$ cat src/rtl/core/bpa_pkg.sv
// ----------------------------------------------------------------------------
// bpa_pkg
// shared constants, codes, command and status types and helper functions
// for the buddy page allocator
// ----------------------------------------------------------------------------
`timescale 1ns / 1ps

package bpa_pkg;

  localparam int POOL_PAGES = 1024;
  localparam int TOP_ORDER  = 10;
  localparam int PAGE_W     = 10;
  localparam int CNT_W      = 11;
  localparam int LVL_W      = 4;
  localparam int WORD_W     = 32;
  localparam int TREE_WORDS = 68;
  localparam int ADDR_W     = 7;

  // opcodes
  localparam logic [1:0] OP_ALLOC   = 2'd0;
  localparam logic [1:0] OP_FREE    = 2'd1;
  localparam logic [1:0] OP_REBUILD = 2'd2;

  // result status codes
  localparam logic [1:0] ST_OK    = 2'd0;
  localparam logic [1:0] ST_NOMEM = 2'd1;
  localparam logic [1:0] ST_BAD   = 2'd2;

  // memory address select
  localparam logic [1:0] AS_NODE  = 2'd0;
  localparam logic [1:0] AS_SCAN  = 2'd1;
  localparam logic [1:0] AS_SWEEP = 2'd2;

  // memory write modes
  localparam logic [2:0] WM_NONE    = 3'd0;
  localparam logic [2:0] WM_ZERO    = 3'd1;
  localparam logic [2:0] WM_SET     = 3'd2;
  localparam logic [2:0] WM_CLR     = 3'd3;
  localparam logic [2:0] WM_CLR_HIT = 3'd4;

  // level register operations
  localparam logic [2:0] LV_HOLD  = 3'd0;
  localparam logic [2:0] LV_ORD   = 3'd1;
  localparam logic [2:0] LV_ZERO  = 3'd2;
  localparam logic [2:0] LV_INC   = 3'd3;
  localparam logic [2:0] LV_DEC   = 3'd4;
  localparam logic [2:0] LV_BUILD = 3'd5;

  // position register operations
  localparam logic [2:0] PS_HOLD = 3'd0;
  localparam logic [2:0] PS_ZERO = 3'd1;
  localparam logic [2:0] PS_PIDX = 3'd2;
  localparam logic [2:0] PS_HIT  = 3'd3;
  localparam logic [2:0] PS_ADD  = 3'd4;

  // word counter operations
  localparam logic [1:0] WC_HOLD = 2'd0;
  localparam logic [1:0] WC_ZERO = 2'd1;
  localparam logic [1:0] WC_INC  = 2'd2;

  // free total operations
  localparam logic [2:0] TT_HOLD  = 3'd0;
  localparam logic [2:0] TT_ALLOC = 3'd1;
  localparam logic [2:0] TT_FREE  = 3'd2;
  localparam logic [2:0] TT_BUILD = 3'd3;

  typedef struct packed {
    logic       ld_req;
    logic       mem_rd;
    logic [1:0] addr_sel;
    logic [2:0] wr_mode;
    logic       buddy;
    logic [2:0] lvl_op;
    logic [2:0] pos_op;
    logic [1:0] wc_op;
    logic [2:0] tot_op;
    logic       bld_start;
    logic       res_ld;
    logic [1:0] res_status;
    logic       res_blk;
    logic       res_grant;
    logic       out_ld;
  } cmd_t;

  typedef struct packed {
    logic [1:0] op;
    logic       n_zero;
    logic       ord_big;
    logic       ord_zero;
    logic       misfit;
    logic       alloc_hit;
    logic       alloc_last;
    logic       desc_hit;
    logic       desc_last;
    logic       own_set;
    logic       buddy_set;
    logic       lvl_top;
    logic       lvl_at_ord;
    logic       lvl_next_ord;
    logic       sweep_last;
    logic       build_more;
    logic       out_free;
  } sts_t;

  // smallest order whose block holds n pages
  function automatic logic [LVL_W-1:0] order_of(input logic [CNT_W-1:0] n);
    logic [LVL_W-1:0] o;
    o = '0;
    for (int i = 0; i < 12; i++) begin
      if ((12'd1 << i) < {1'b0, n}) o = LVL_W'(i + 1);
    end
    return o;
  endfunction

  // first tree word of each level
  function automatic logic [ADDR_W-1:0] level_base(input logic [LVL_W-1:0] lvl);
    logic [ADDR_W-1:0] b;
    case (lvl)
      4'd0:    b = 7'd0;
      4'd1:    b = 7'd32;
      4'd2:    b = 7'd48;
      4'd3:    b = 7'd56;
      4'd4:    b = 7'd60;
      4'd5:    b = 7'd62;
      4'd6:    b = 7'd63;
      4'd7:    b = 7'd64;
      4'd8:    b = 7'd65;
      4'd9:    b = 7'd66;
      4'd10:   b = 7'd67;
      default: b = 7'd0;
    endcase
    return b;
  endfunction

  // index of the last tree word of a level
  function automatic logic [4:0] level_last(input logic [LVL_W-1:0] lvl);
    logic [4:0] r;
    r = (lvl <= 4'd5) ? (5'd31 >> lvl) : 5'd0;
    return r;
  endfunction

  function automatic logic [4:0] ctz32(input logic [WORD_W-1:0] w);
    logic [4:0] r;
    r = '0;
    for (int i = WORD_W - 1; i >= 0; i--) begin
      if (w[i]) r = 5'(i);
    end
    return r;
  endfunction

  // trailing zeros of a page address, top order for address zero
  function automatic logic [LVL_W-1:0] ctz_page(input logic [PAGE_W-1:0] p);
    logic [LVL_W-1:0] r;
    r = LVL_W'(TOP_ORDER);
    for (int i = PAGE_W - 1; i >= 0; i--) begin
      if (p[i]) r = LVL_W'(i);
    end
    return r;
  endfunction

  function automatic logic [LVL_W-1:0] flog2(input logic [CNT_W-1:0] v);
    logic [LVL_W-1:0] r;
    r = '0;
    for (int i = 0; i < CNT_W; i++) begin
      if (v[i]) r = LVL_W'(i);
    end
    return r;
  endfunction

endpackage

$ cat src/rtl/core/bpa_req_if.sv
// ----------------------------------------------------------------------------
// bpa_req_if
// request channel: opcode, page count and page index with valid/ready
// ----------------------------------------------------------------------------
`timescale 1ns / 1ps

interface bpa_req_if import bpa_pkg::*; ();
  logic              valid;
  logic              ready;
  logic [1:0]        opcode;
  logic [CNT_W-1:0]  page_count;
  logic [PAGE_W-1:0] page_index;

  modport source (output valid, opcode, page_count, page_index, input ready);
  modport sink   (input valid, opcode, page_count, page_index, output ready);
endinterface

$ cat src/rtl/core/bpa_rsp_if.sv
// ----------------------------------------------------------------------------
// bpa_rsp_if
// response channel: status, block index, granted pages, free count
// ----------------------------------------------------------------------------
`timescale 1ns / 1ps

interface bpa_rsp_if import bpa_pkg::*; ();
  logic              valid;
  logic              ready;
  logic [1:0]        status;
  logic [PAGE_W-1:0] block_index;
  logic [CNT_W-1:0]  granted_pages;
  logic [CNT_W-1:0]  free_count;

  modport source (output valid, status, block_index, granted_pages, free_count,
                  input ready);
  modport sink   (input valid, status, block_index, granted_pages, free_count,
                  output ready);
endinterface

$ cat src/rtl/core/bpa_datapath.sv
// ----------------------------------------------------------------------------
// bpa_datapath
// free-bit tree memory, request registers, counters and result register
// ----------------------------------------------------------------------------
`timescale 1ns / 1ps

module bpa_datapath import bpa_pkg::*; (
  input  logic              clk,
  input  logic              rst,
  input  logic              cfg_wr_en,
  input  logic [CNT_W-1:0]  cfg_wr_data,
  input  logic [1:0]        req_opcode,
  input  logic [CNT_W-1:0]  req_page_count,
  input  logic [PAGE_W-1:0] req_page_index,
  input  cmd_t              cmd,
  output sts_t              sts,
  input  logic              rsp_ready,
  output logic              rsp_valid,
  output logic [1:0]        rsp_status,
  output logic [PAGE_W-1:0] rsp_block_index,
  output logic [CNT_W-1:0]  rsp_granted_pages,
  output logic [CNT_W-1:0]  rsp_free_count
);

  logic [WORD_W-1:0] mem [TREE_WORDS];
  logic [WORD_W-1:0] rdata;

  logic [CNT_W-1:0]  usable;
  logic [CNT_W-1:0]  managed;
  logic [CNT_W-1:0]  total;
  logic [1:0]        op;
  logic [LVL_W-1:0]  ord;
  logic              n_zero;
  logic [PAGE_W-1:0] pidx;
  logic [LVL_W-1:0]  lvl;
  logic [CNT_W-1:0]  pos;
  logic [ADDR_W-1:0] wc;
  logic [1:0]        res_status;
  logic              res_blk;
  logic              res_grant;

  logic [CNT_W-1:0]  size;
  logic [CNT_W-1:0]  size_m1;
  logic [CNT_W-1:0]  lim;
  logic [PAGE_W-1:0] node;
  logic [PAGE_W-1:0] nodeb;
  logic [4:0]        bitsel;
  logic [4:0]        hit;
  logic [PAGE_W-1:0] hit_idx;
  logic [ADDR_W-1:0] addr;
  logic [WORD_W-1:0] wdata;
  logic              we;
  logic [LVL_W-1:0]  sh;
  logic [5:0]        cnt;
  logic [WORD_W-1:0] dmask;
  logic [4:0]        desc_last_w;
  logic [LVL_W-1:0]  bld_lvl;
  logic [LVL_W-1:0]  ctz_lvl;
  logic [LVL_W-1:0]  fit_lvl;

  assign size    = CNT_W'(1) << ord;
  assign size_m1 = size - CNT_W'(1);
  assign lim     = (usable > CNT_W'(POOL_PAGES)) ? CNT_W'(POOL_PAGES) : usable;
  assign node    = pos[PAGE_W-1:0] >> lvl;
  assign nodeb   = node ^ PAGE_W'(1);
  assign bitsel  = cmd.buddy ? nodeb[4:0] : node[4:0];
  assign hit     = ctz32(rdata);
  assign hit_idx = {wc[4:0], hit};

  // address and write data of the single memory port
  always_comb begin
    case (cmd.addr_sel)
      AS_NODE:  addr = level_base(lvl) + ADDR_W'(node[9:5]);
      AS_SCAN:  addr = level_base(lvl) + ADDR_W'(node[9:5]) + ADDR_W'(wc[4:0]);
      AS_SWEEP: addr = wc;
      default:  addr = wc;
    endcase
  end

  always_comb begin
    we = 1'b1;
    case (cmd.wr_mode)
      WM_ZERO:    wdata = '0;
      WM_SET:     wdata = rdata | (WORD_W'(1) << bitsel);
      WM_CLR:     wdata = rdata & ~(WORD_W'(1) << bitsel);
      WM_CLR_HIT: wdata = rdata & ~(WORD_W'(1) << hit);
      default: begin
        wdata = rdata;
        we    = 1'b0;
      end
    endcase
  end

  always_ff @(posedge clk) begin
    if (we) mem[addr] <= wdata;
    if (cmd.mem_rd) rdata <= mem[addr];
  end

  // descendant range of a free request on the current lower level
  assign sh          = ord - lvl;
  assign cnt         = 6'(1) << sh;
  assign dmask       = (sh >= 4'd5) ? '1 :
                       (((WORD_W'(1) << cnt) - WORD_W'(1)) << node[4:0]);
  assign desc_last_w = (sh >= 4'd5) ? 5'((6'd1 << (sh - 4'd5)) - 6'd1) : 5'd0;

  // largest aligned block that fits at the build position
  assign ctz_lvl = ctz_page(pos[PAGE_W-1:0]);
  assign fit_lvl = flog2(managed - pos);
  assign bld_lvl = (ctz_lvl < fit_lvl) ? ctz_lvl : fit_lvl;

  always_comb begin
    sts.op           = op;
    sts.n_zero       = n_zero;
    sts.ord_big      = ord > LVL_W'(TOP_ORDER);
    sts.ord_zero     = ord == '0;
    sts.misfit       = ((CNT_W'(pidx) & size_m1) != '0) ||
                       ((CNT_W'(pidx) + size) > managed);
    sts.alloc_hit    = rdata != '0;
    sts.alloc_last   = wc[4:0] == level_last(lvl);
    sts.desc_hit     = (rdata & dmask) != '0;
    sts.desc_last    = wc[4:0] == desc_last_w;
    sts.own_set      = rdata[node[4:0]];
    sts.buddy_set    = rdata[nodeb[4:0]];
    sts.lvl_top      = lvl == LVL_W'(TOP_ORDER);
    sts.lvl_at_ord   = lvl == ord;
    sts.lvl_next_ord = (lvl + LVL_W'(1)) == ord;
    sts.sweep_last   = wc == ADDR_W'(TREE_WORDS - 1);
    sts.build_more   = pos < managed;
    sts.out_free     = !rsp_valid || rsp_ready;
  end

  always_ff @(posedge clk) begin
    if (rst) begin
      usable    <= CNT_W'(POOL_PAGES);
      wc        <= '0;
      rsp_valid <= 1'b0;
    end else begin
      if (cfg_wr_en) usable <= cfg_wr_data;

      case (cmd.wc_op)
        WC_ZERO: wc <= '0;
        WC_INC:  wc <= wc + ADDR_W'(1);
        default: wc <= wc;
      endcase

      if (cmd.out_ld)     rsp_valid <= 1'b1;
      else if (rsp_ready) rsp_valid <= 1'b0;
    end
  end

  always_ff @(posedge clk) begin
    if (cmd.ld_req) begin
      op     <= req_opcode;
      ord    <= order_of(req_page_count);
      n_zero <= req_page_count == '0;
      pidx   <= req_page_index;
    end

    case (cmd.lvl_op)
      LV_ORD:   lvl <= ord;
      LV_ZERO:  lvl <= '0;
      LV_INC:   lvl <= lvl + LVL_W'(1);
      LV_DEC:   lvl <= lvl - LVL_W'(1);
      LV_BUILD: lvl <= bld_lvl;
      default:  lvl <= lvl;
    endcase

    if (cmd.bld_start) begin
      pos     <= '0;
      managed <= lim;
    end else begin
      case (cmd.pos_op)
        PS_ZERO: pos <= '0;
        PS_PIDX: pos <= CNT_W'(pidx);
        PS_HIT:  pos <= {1'b0, hit_idx << lvl};
        PS_ADD:  pos <= pos + (CNT_W'(1) << lvl);
        default: pos <= pos;
      endcase
    end

    if (cmd.bld_start) begin
      total <= '0;
    end else begin
      case (cmd.tot_op)
        TT_ALLOC: total <= total - size;
        TT_FREE:  total <= total + size;
        TT_BUILD: total <= total + (CNT_W'(1) << lvl);
        default:  total <= total;
      endcase
    end

    if (cmd.res_ld) begin
      res_status <= cmd.res_status;
      res_blk    <= cmd.res_blk;
      res_grant  <= cmd.res_grant;
    end

    if (cmd.out_ld) begin
      rsp_status        <= res_status;
      rsp_block_index   <= res_blk ? pos[PAGE_W-1:0] : '0;
      rsp_granted_pages <= res_grant ? size : '0;
      rsp_free_count    <= total;
    end
  end

endmodule

$ cat src/rtl/core/bpa_ctrl.sv
// ----------------------------------------------------------------------------
// bpa_ctrl
// sequencer for search, split, free check, coalesce and pool rebuild
// ----------------------------------------------------------------------------
`timescale 1ns / 1ps

module bpa_ctrl import bpa_pkg::*; (
  input  logic clk,
  input  logic rst,
  input  logic req_valid,
  output logic req_ready,
  input  sts_t sts,
  output cmd_t cmd
);

  localparam logic [4:0] S_IDLE = 5'd0;
  localparam logic [4:0] S_DEC  = 5'd1;
  localparam logic [4:0] S_ARD  = 5'd2;
  localparam logic [4:0] S_ACHK = 5'd3;
  localparam logic [4:0] S_SRD  = 5'd4;
  localparam logic [4:0] S_SWR  = 5'd5;
  localparam logic [4:0] S_FRD  = 5'd6;
  localparam logic [4:0] S_FCHK = 5'd7;
  localparam logic [4:0] S_DRD  = 5'd8;
  localparam logic [4:0] S_DCHK = 5'd9;
  localparam logic [4:0] S_CRD  = 5'd10;
  localparam logic [4:0] S_CCHK = 5'd11;
  localparam logic [4:0] S_SWP  = 5'd12;
  localparam logic [4:0] S_BSEL = 5'd13;
  localparam logic [4:0] S_BRD  = 5'd14;
  localparam logic [4:0] S_BWR  = 5'd15;
  localparam logic [4:0] S_FIN  = 5'd16;

  logic [4:0] state;
  logic [4:0] state_next;
  logic       reply;
  logic       reply_next;

  always_ff @(posedge clk) begin
    if (rst) begin
      state <= S_SWP;
      reply <= 1'b0;
    end else begin
      state <= state_next;
      reply <= reply_next;
    end
  end

  assign req_ready = state == S_IDLE;

  always_comb begin
    cmd        = '0;
    state_next = state;
    reply_next = reply;

    case (state)
      S_IDLE: begin
        if (req_valid) begin
          cmd.ld_req = 1'b1;
          reply_next = 1'b1;
          state_next = S_DEC;
        end
      end

      S_DEC: begin
        case (sts.op)
          OP_ALLOC: begin
            if (sts.n_zero || sts.ord_big) begin
              cmd.res_ld     = 1'b1;
              cmd.res_status = sts.n_zero ? ST_BAD : ST_NOMEM;
              state_next     = S_FIN;
            end else begin
              cmd.lvl_op = LV_ORD;
              cmd.pos_op = PS_ZERO;
              cmd.wc_op  = WC_ZERO;
              state_next = S_ARD;
            end
          end
          OP_FREE: begin
            if (sts.n_zero || sts.ord_big || sts.misfit) begin
              cmd.res_ld     = 1'b1;
              cmd.res_status = ST_BAD;
              state_next     = S_FIN;
            end else begin
              cmd.lvl_op = LV_ORD;
              cmd.pos_op = PS_PIDX;
              state_next = S_FRD;
            end
          end
          OP_REBUILD: begin
            cmd.wc_op  = WC_ZERO;
            state_next = S_SWP;
          end
          default: begin
            cmd.res_ld     = 1'b1;
            cmd.res_status = ST_BAD;
            state_next     = S_FIN;
          end
        endcase
      end

      S_ARD: begin
        cmd.mem_rd   = 1'b1;
        cmd.addr_sel = AS_SCAN;
        state_next   = S_ACHK;
      end

      S_ACHK: begin
        if (sts.alloc_hit) begin
          cmd.addr_sel = AS_SCAN;
          cmd.wr_mode  = WM_CLR_HIT;
          cmd.pos_op   = PS_HIT;
          if (sts.lvl_at_ord) begin
            cmd.tot_op     = TT_ALLOC;
            cmd.res_ld     = 1'b1;
            cmd.res_status = ST_OK;
            cmd.res_blk    = 1'b1;
            cmd.res_grant  = 1'b1;
            state_next     = S_FIN;
          end else begin
            cmd.lvl_op = LV_DEC;
            state_next = S_SRD;
          end
        end else if (sts.alloc_last) begin
          if (sts.lvl_top) begin
            cmd.res_ld     = 1'b1;
            cmd.res_status = ST_NOMEM;
            state_next     = S_FIN;
          end else begin
            cmd.lvl_op = LV_INC;
            cmd.wc_op  = WC_ZERO;
            state_next = S_ARD;
          end
        end else begin
          cmd.wc_op  = WC_INC;
          state_next = S_ARD;
        end
      end

      S_SRD: begin
        cmd.mem_rd   = 1'b1;
        cmd.addr_sel = AS_NODE;
        cmd.buddy    = 1'b1;
        state_next   = S_SWR;
      end

      S_SWR: begin
        cmd.addr_sel = AS_NODE;
        cmd.buddy    = 1'b1;
        cmd.wr_mode  = WM_SET;
        if (sts.lvl_at_ord) begin
          cmd.tot_op     = TT_ALLOC;
          cmd.res_ld     = 1'b1;
          cmd.res_status = ST_OK;
          cmd.res_blk    = 1'b1;
          cmd.res_grant  = 1'b1;
          state_next     = S_FIN;
        end else begin
          cmd.lvl_op = LV_DEC;
          state_next = S_SRD;
        end
      end

      S_FRD: begin
        cmd.mem_rd   = 1'b1;
        cmd.addr_sel = AS_NODE;
        state_next   = S_FCHK;
      end

      S_FCHK: begin
        if (sts.own_set) begin
          cmd.res_ld     = 1'b1;
          cmd.res_status = ST_BAD;
          state_next     = S_FIN;
        end else if (sts.lvl_top) begin
          if (sts.ord_zero) begin
            cmd.lvl_op = LV_ORD;
            state_next = S_CRD;
          end else begin
            cmd.lvl_op = LV_ZERO;
            cmd.wc_op  = WC_ZERO;
            state_next = S_DRD;
          end
        end else begin
          cmd.lvl_op = LV_INC;
          state_next = S_FRD;
        end
      end

      S_DRD: begin
        cmd.mem_rd   = 1'b1;
        cmd.addr_sel = AS_SCAN;
        state_next   = S_DCHK;
      end

      S_DCHK: begin
        if (sts.desc_hit) begin
          cmd.res_ld     = 1'b1;
          cmd.res_status = ST_BAD;
          state_next     = S_FIN;
        end else if (sts.desc_last) begin
          if (sts.lvl_next_ord) begin
            cmd.lvl_op = LV_ORD;
            state_next = S_CRD;
          end else begin
            cmd.lvl_op = LV_INC;
            cmd.wc_op  = WC_ZERO;
            state_next = S_DRD;
          end
        end else begin
          cmd.wc_op  = WC_INC;
          state_next = S_DRD;
        end
      end

      S_CRD: begin
        cmd.mem_rd   = 1'b1;
        cmd.addr_sel = AS_NODE;
        state_next   = S_CCHK;
      end

      S_CCHK: begin
        cmd.addr_sel = AS_NODE;
        if (!sts.lvl_top && sts.buddy_set) begin
          cmd.buddy   = 1'b1;
          cmd.wr_mode = WM_CLR;
          cmd.lvl_op  = LV_INC;
          state_next  = S_CRD;
        end else begin
          cmd.wr_mode    = WM_SET;
          cmd.tot_op     = TT_FREE;
          cmd.res_ld     = 1'b1;
          cmd.res_status = ST_OK;
          cmd.res_grant  = 1'b1;
          state_next     = S_FIN;
        end
      end

      S_SWP: begin
        cmd.addr_sel = AS_SWEEP;
        cmd.wr_mode  = WM_ZERO;
        if (sts.sweep_last) begin
          cmd.bld_start = 1'b1;
          state_next    = S_BSEL;
        end else begin
          cmd.wc_op = WC_INC;
        end
      end

      S_BSEL: begin
        if (sts.build_more) begin
          cmd.lvl_op = LV_BUILD;
          state_next = S_BRD;
        end else if (reply) begin
          cmd.res_ld     = 1'b1;
          cmd.res_status = ST_OK;
          state_next     = S_FIN;
        end else begin
          state_next = S_IDLE;
        end
      end

      S_BRD: begin
        cmd.mem_rd   = 1'b1;
        cmd.addr_sel = AS_NODE;
        state_next   = S_BWR;
      end

      S_BWR: begin
        cmd.addr_sel = AS_NODE;
        cmd.wr_mode  = WM_SET;
        cmd.pos_op   = PS_ADD;
        cmd.tot_op   = TT_BUILD;
        state_next   = S_BSEL;
      end

      S_FIN: begin
        if (sts.out_free) begin
          cmd.out_ld = 1'b1;
          state_next = S_IDLE;
        end
      end

      default: begin
        state_next = S_IDLE;
      end
    endcase
  end

endmodule

$ cat src/rtl/core/buddy_page_allocator.sv
// ----------------------------------------------------------------------------
// buddy_page_allocator: one request in flight; the next request is taken once
// the response is loaded
// the single-port free-bit tree memory paces the work: searches, free checks,
// splits and coalesces read a word in one state and check or write it in a second
// reset clears all 68 tree words and rebuilds 1024 pages, ready held low
// ----------------------------------------------------------------------------
`timescale 1ns / 1ps

module buddy_page_allocator import bpa_pkg::*; (
  input  logic             clk,
  input  logic             rst,
  input  logic             cfg_wr_en,
  input  logic [CNT_W-1:0] cfg_wr_data,
  bpa_req_if.sink          req,
  bpa_rsp_if.source        rsp
);

  // command and status between sequencer and datapath
  cmd_t cmd;
  sts_t sts;

  // sequencer: accepts one transaction at a time, walks tree levels
  bpa_ctrl u_ctrl (
    .clk       (clk),
    .rst       (rst),
    .req_valid (req.valid),
    .req_ready (req.ready),
    .sts       (sts),
    .cmd       (cmd)
  );

  // datapath: tree memory, counters, free total and the result register,
  // which holds a finished transaction while the next request is taken
  bpa_datapath u_dp (
    .clk               (clk),
    .rst               (rst),
    .cfg_wr_en         (cfg_wr_en),
    .cfg_wr_data       (cfg_wr_data),
    .req_opcode        (req.opcode),
    .req_page_count    (req.page_count),
    .req_page_index    (req.page_index),
    .cmd               (cmd),
    .sts               (sts),
    .rsp_ready         (rsp.ready),
    .rsp_valid         (rsp.valid),
    .rsp_status        (rsp.status),
    .rsp_block_index   (rsp.block_index),
    .rsp_granted_pages (rsp.granted_pages),
    .rsp_free_count    (rsp.free_count)
  );

  // one request in flight: ready drops right after an accepted transaction
  a_one_in_flight: assert property (@(posedge clk) disable iff (rst)
    (req.valid && req.ready) |=> !req.ready)
    else $error("request accepted while busy");

  // free total never exceeds the pool
  a_free_bound: assert property (@(posedge clk) disable iff (rst)
    rsp.valid |-> (rsp.free_count <= CNT_W'(POOL_PAGES)))
    else $error("free count beyond pool");

  // a granted size is a power of two
  a_grant_pow2: assert property (@(posedge clk) disable iff (rst)
    (rsp.valid && (rsp.granted_pages != '0)) |-> $onehot(rsp.granted_pages))
    else $error("granted size not a power of two");

  // a granted block is aligned to its size
  a_grant_align: assert property (@(posedge clk) disable iff (rst)
    (rsp.valid && (rsp.granted_pages != '0)) |->
      ((CNT_W'(rsp.block_index) & (rsp.granted_pages - CNT_W'(1))) == '0))
    else $error("granted block misaligned");

endmodule
$ cat src/flat_wrapper.sv
// flat-port wrapper written by rule: the top's interface ports become plain ports
module buddy_page_allocator_flat import bpa_pkg::*;
  (clk, rst, cfg_wr_en, cfg_wr_data, req_valid, req_opcode, req_page_count, req_page_index, req_ready, rsp_valid, rsp_status, rsp_block_index, rsp_granted_pages, rsp_free_count, rsp_ready);
  bpa_req_if req_i ();
  bpa_rsp_if rsp_i ();
  input  logic clk;
  input  logic rst;
  input  logic cfg_wr_en;
  input  logic [CNT_W-1:0] cfg_wr_data;
  input wire logic [$bits(req_i.valid)-1:0] req_valid;
  input wire logic [$bits(req_i.opcode)-1:0] req_opcode;
  input wire logic [$bits(req_i.page_count)-1:0] req_page_count;
  input wire logic [$bits(req_i.page_index)-1:0] req_page_index;
  output wire logic [$bits(req_i.ready)-1:0] req_ready;
  output wire logic [$bits(rsp_i.valid)-1:0] rsp_valid;
  output wire logic [$bits(rsp_i.status)-1:0] rsp_status;
  output wire logic [$bits(rsp_i.block_index)-1:0] rsp_block_index;
  output wire logic [$bits(rsp_i.granted_pages)-1:0] rsp_granted_pages;
  output wire logic [$bits(rsp_i.free_count)-1:0] rsp_free_count;
  input wire logic [$bits(rsp_i.ready)-1:0] rsp_ready;
  assign req_i.valid = req_valid;
  assign req_i.opcode = req_opcode;
  assign req_i.page_count = req_page_count;
  assign req_i.page_index = req_page_index;
  assign req_ready = req_i.ready;
  assign rsp_valid = rsp_i.valid;
  assign rsp_status = rsp_i.status;
  assign rsp_block_index = rsp_i.block_index;
  assign rsp_granted_pages = rsp_i.granted_pages;
  assign rsp_free_count = rsp_i.free_count;
  assign rsp_i.ready = rsp_ready;
  buddy_page_allocator u_core (.clk(clk), .rst(rst), .cfg_wr_en(cfg_wr_en), .cfg_wr_data(cfg_wr_data), .req(req_i), .rsp(rsp_i));
endmodule
$ cat config.mk
export PLATFORM = sky130hd
export DESIGN_NAME = buddy_page_allocator_flat
export DESIGN_NICKNAME = d
export VERILOG_FILES = /design/src/rtl/core/bpa_pkg.sv /design/src/rtl/core/bpa_req_if.sv /design/src/rtl/core/bpa_rsp_if.sv /design/src/rtl/core/bpa_datapath.sv /design/src/rtl/core/bpa_ctrl.sv /design/src/rtl/core/buddy_page_allocator.sv /design/src/flat_wrapper.sv
export SDC_FILE = /design/constraint.sdc
export NUM_CORES = 2
export LEC_CHECK = 0
export BUFFER_PORTS_ARGS = -buffer_cell sky130_fd_sc_hd__clkbuf_2
export CORE_UTILIZATION = 55
export CTS_BUF_LIST = sky130_fd_sc_hd__clkbuf_16
export DETAILED_ROUTE_END_ITERATION = 8
export PLACE_DENSITY = 0.71
export SLEW_MARGIN = 20
export SYNTH_ARGS = -nofsm -noshare
export SYNTH_HDL_FRONTEND = slang
export SYNTH_SLANG_ARGS = --single-unit
$ cat constraint.sdc
create_clock -name clk -period 9.3 [get_ports clk]
set_input_delay 1.86 -clock clk [delete_from_list [all_inputs] [get_ports clk]]
set_output_delay 1.86 -clock clk [all_outputs]
set_load 0.03 [all_outputs]
==> flow_summary.json <==
{
  "status": "finished, final reports clean",
  "hp-class": "register to register",
  "worst_slew_pin_slew_ns": 1.27,
  "area_growth_syn_to_layout_pct": 12.7,
  "root_buffer": "clkbuf_16",
  "ir_drop_mv": 0.523,
  "nFillCells": 11900,
  "cts.sinks": 2332,
  "cts.htree.levels": 4,
  "max_slew_margin_pct": 14.9,
  "synth_flop_cell": "edfxtp_1",
  "timing.final.crit_share_pct": 91.7,
  "antenna_found_initial": 15,
  "track_usage_pct": 32.5,
  "crit_buf_inv": 3,
  "die_y_microns": 415,
  "clk_latency_ns": 0.89,
  "hold_violations": 0,
  "end_kind": "register",
  "crit_chain": "inv_1 > ha_1 > and3b_1 > nor3_1 > o22ai_1 > inv_1 > ha_1 > clkinv_1 > a211oi_1 > or3b_2 > nor2_1 > mux4_2 > o21ai_0 > o2111ai_1 > o21ai_0 > or4_1 > or4b_4 > nor4b_4 > nand2_1 > o2bb2ai_1 > nand2_1 > ha_1 > nor3_1 > o21a_1",
  "power.density_nw_per_um2": 414,
  "grt_pass1_vias": 56200,
  "post_cts_buffers": 0,
  "setup_viol": 0,
  "syn_inst": 5954,
  "fp.dieW_microns": 415,
  "synth_nets": 6093,
  "cts_made_buffers": 219,
  "fin_tns_setup_ns": 0,
  "grt_max_degree": 107,
  "power.leakage_nw": 33.8,
  "via_count": 60200,
  "cts_tree": "done",
  "place_inst": 8071,
  "seq_area_frac_synth_pct": 74.2,
  "crit_path_start_kind": "register",
  "initial_utilization_pct": 55.4,
  "wirelength_microns": 285000,
  "worst_path_max_delay_cell": "nor3_1",
  "io-pin-count": 75,
  "critical-path-top-delay-family": "simple AND/OR/NAND/NOR gates",
  "drive_above_1_share_pct": 13.4,
  "wl_per_cell_microns": 33.7,
  "coreArea_sq_um": 169000,
  "ant_nets": 0,
  "fmax_mhz": 117,
  "synth_seq_cells": 2332,
  "dr.pass1.iters": 7,
  "rsz0062_at_grt": "no",
  "async_reset_ff_share_pct": 0,
  "die-area_sq_um": 172000,
  "yosys_warnings": 0,
  "synth_area_sq_um": 93700,
  "final_cell_count_no_fill": 8483,
  "clk_path_buf_depth": 3,
  "worstPathRequired_ns": 10.07,
  "fp-row-count": 151,
  "maxCapViolations": 0,
  "synthDistinctLibCells": 91,
  "dp_hpwl_microns": 166000,
  "skew_ns": 0.0674,
  "portBuffers": 74,
  "syn_area_per_cell_sq_um": 15.7,
  "fin_crit_ns": 8.53,
  "cp_max_fo": 15,
  "clk_pin_slew_ns": 0.06,
  "grt_pass1_wl_microns": 405000,
  "critical_path.max_stage_delay_ns": 0.80,
  "nets": 6218,
  "criticalPathCategory": "register to register",
  "gp_congestion": 0.947,
  "synth_edf_count": 2278,
  "report.final.slew_viol_count": 0,
  "vias_per_cell": 7.09,
  "worstPathArrival_ns": 9.30,
  "detailedRoute.firstIterationViolations": 9861,
  "drc": 0,
  "ctsHoldBuffers": 0,
  "cpMostUsedCell": "ha_1",
  "grt-ovfl-total": 0
}
-- synthesized netlist by cell type (25+ instances only) --
| library cell | count | share of area, % |
|---|---|---|
| mux4_2 | 34 | 0.82 |
| a221o_1 | 26 | 0.28 |
| nand4_1 | 170 | 1.1 |
| nor2b_1 | 43 | 0.29 |
| nand2_1 | 185 | 0.74 |
| o21bai_1 | 25 | 0.20 |
| a311oi_1 | 29 | 0.27 |
| a221oi_1 | 244 | 2.3 |
| nor2_1 | 306 | 1.2 |
| a31oi_1 | 141 | 0.94 |
| a22oi_1 | 575 | 4.6 |
| buf_1 | 77 | 0.31 |
| o211ai_1 | 31 | 0.25 |
| a22o_1 | 240 | 2.2 |
| a211oi_1 | 28 | 0.22 |
| ha_1 | 88 | 1.2 |
| nor3_1 | 79 | 0.42 |
| mux2i_1 | 55 | 0.59 |
| a21oi_1 | 219 | 1.2 |
| edfxtp_1 | 2278 | 73 |
| inv_1 | 85 | 0.34 |
| clkbuf_1 | 288 | 1.2 |
| and2_1 | 57 | 0.38 |
| o21ai_0 | 73 | 0.39 |
| xnor2_1 | 41 | 0.38 |
| nand3_1 | 86 | 0.46 |
| nor4_1 | 27 | 0.18 |
| dfxtp_1 | 54 | 1.2 |
-- stage by stage --
step                utilization [%]  worst slack, ns  instance area (sq um)  hold WS [ns]  total power, W
floorplan                         -             2.47                  93700         0.400          0.0253
global placement               58.0             1.06                  98200         0.456          0.0338
detailed placement             58.0            0.892                  98300         0.460          0.0341
CTS                            62.3            0.797                 105000         0.479          0.0429
global route                   62.4           0.0548                 106000         0.497          0.0447
finish                         62.4            0.770                 106000         0.484          0.0437
-- cells by family after synthesis --
kind of cell	count (synthesis)	synth area share, %
flip-flops	2332	74.2
AO/OA/AOI/OAI	1819	14.6
XOR/XNOR	65	0.616
buffers and inverters	483	2.01
AND/OR/NAND/NOR	1047	5.56
multiplexers	108	1.63
adder cells (fa/ha/maj)	100	1.43
-- sequential cells by signal, indices dropped and copies added (netlist names), named ones only --
| register | count |
|---|---|
| u_core.u_ctrl.reply | 1 |
| u_core.u_ctrl.state | 5 |
| u_core.u_dp.lvl | 4 |
| u_core.u_dp.managed | 11 |
| u_core.u_dp.mem | 2176 |
| u_core.u_dp.n_zero | 1 |
| u_core.u_dp.op | 2 |
| u_core.u_dp.ord | 4 |
| u_core.u_dp.pidx | 10 |
| u_core.u_dp.pos | 11 |
| u_core.u_dp.rdata | 32 |
| u_core.u_dp.res_blk | 1 |
| u_core.u_dp.res_grant | 1 |
| u_core.u_dp.res_status | 2 |
| u_core.u_dp.rsp_block_index | 10 |
| u_core.u_dp.rsp_free_count | 11 |
| u_core.u_dp.rsp_granted_pages | 11 |
| u_core.u_dp.rsp_status | 2 |
| u_core.u_dp.rsp_valid | 1 |
| u_core.u_dp.total | 11 |
| u_core.u_dp.usable | 11 |
| u_core.u_dp.wc | 7 |
-- cell usage in the layout (no fill, tap or decap), drive strengths merged, types with 26 or more instances in the layout --
cell    count
edfxtp   2278
a22oi     575
nor2      306
clkbuf    293
a221oi    244
a22o      240
buf       226
a21oi     219
nand2     185
nand4     170
a31oi     141
inv       133
clkinv    108
ha         88
nand3      86
nor3       82
o21ai      77
and2       58
mux2i      55
dfxtp      54
nor2b      43
xnor2      42
mux4       34
o211ai     31
a211oi     30
a311oi     30
nor4       27
a221o      26
-- timing repair --
item / CTS / global route
resized for setup: 0 / 1
setup endpoints to repair: 0 / 2
endpoints found under the hold margin: 0 / 0
-- final cells by class --
type,instances,area [sq um],area share (%)
Sequential cell,2332,69500,65.8
Timing Repair Buffer,300,2460,2.33
Clock buffer,219,5480,5.19
Tap cell,2218,2780,2.63
Multi-Input combinational cell,3139,23400,22.1
Inverter,87,327,0.309
Antenna cell,2,5.00,0.00474
Clock inverter,186,1700,1.61
-- report_power, final --
part / switching (W) / internal (W) / leakage, nW
Sequential: 0.000617 / 0.0147 / 21.3
Combinational: 0.0143 / 0.00518 / 8.81
Clock: 0.00392 / 0.00500 / 3.67
Total: 0.0189 / 0.0248 / 33.8
-- per-layer routing --
| metal | vias up | global-route usage, % | part of all wire (%) |
|---|---|---|---|
| li1 | 24800 | - | - |
| met1 | 30300 | 46.4 | 38 |
| met2 | 4334 | 47.9 | 44 |
| met3 | 694 | 7.43 | 13 |
| met4 | 12 | 14.9 | 5.0 |
| met5 | - | 0 | 0.042 |
-- worst paths after layout --
check,slack [ns],to,startpoint,depth (start not counted)
worst max-delay path,0.77,register,u_core.u_dp.lvl[2]$_DFFE_PN_,24
worst min-delay path,0.48,u_core.u_dp.rsp_free_count[0]$_DFFE_PP_,u_core.u_dp.total[0]$_SDFFE_PP0P_,0
worst max register to register,0.77,register,u_core.u_dp.lvl[2]$_DFFE_PN_,24
worst min register to register,0.48,u_core.u_dp.rsp_free_count[0]$_DFFE_PP_,u_core.u_dp.total[0]$_SDFFE_PP0P_,0
Note: power is estimated with default switching activity, not from simulation.
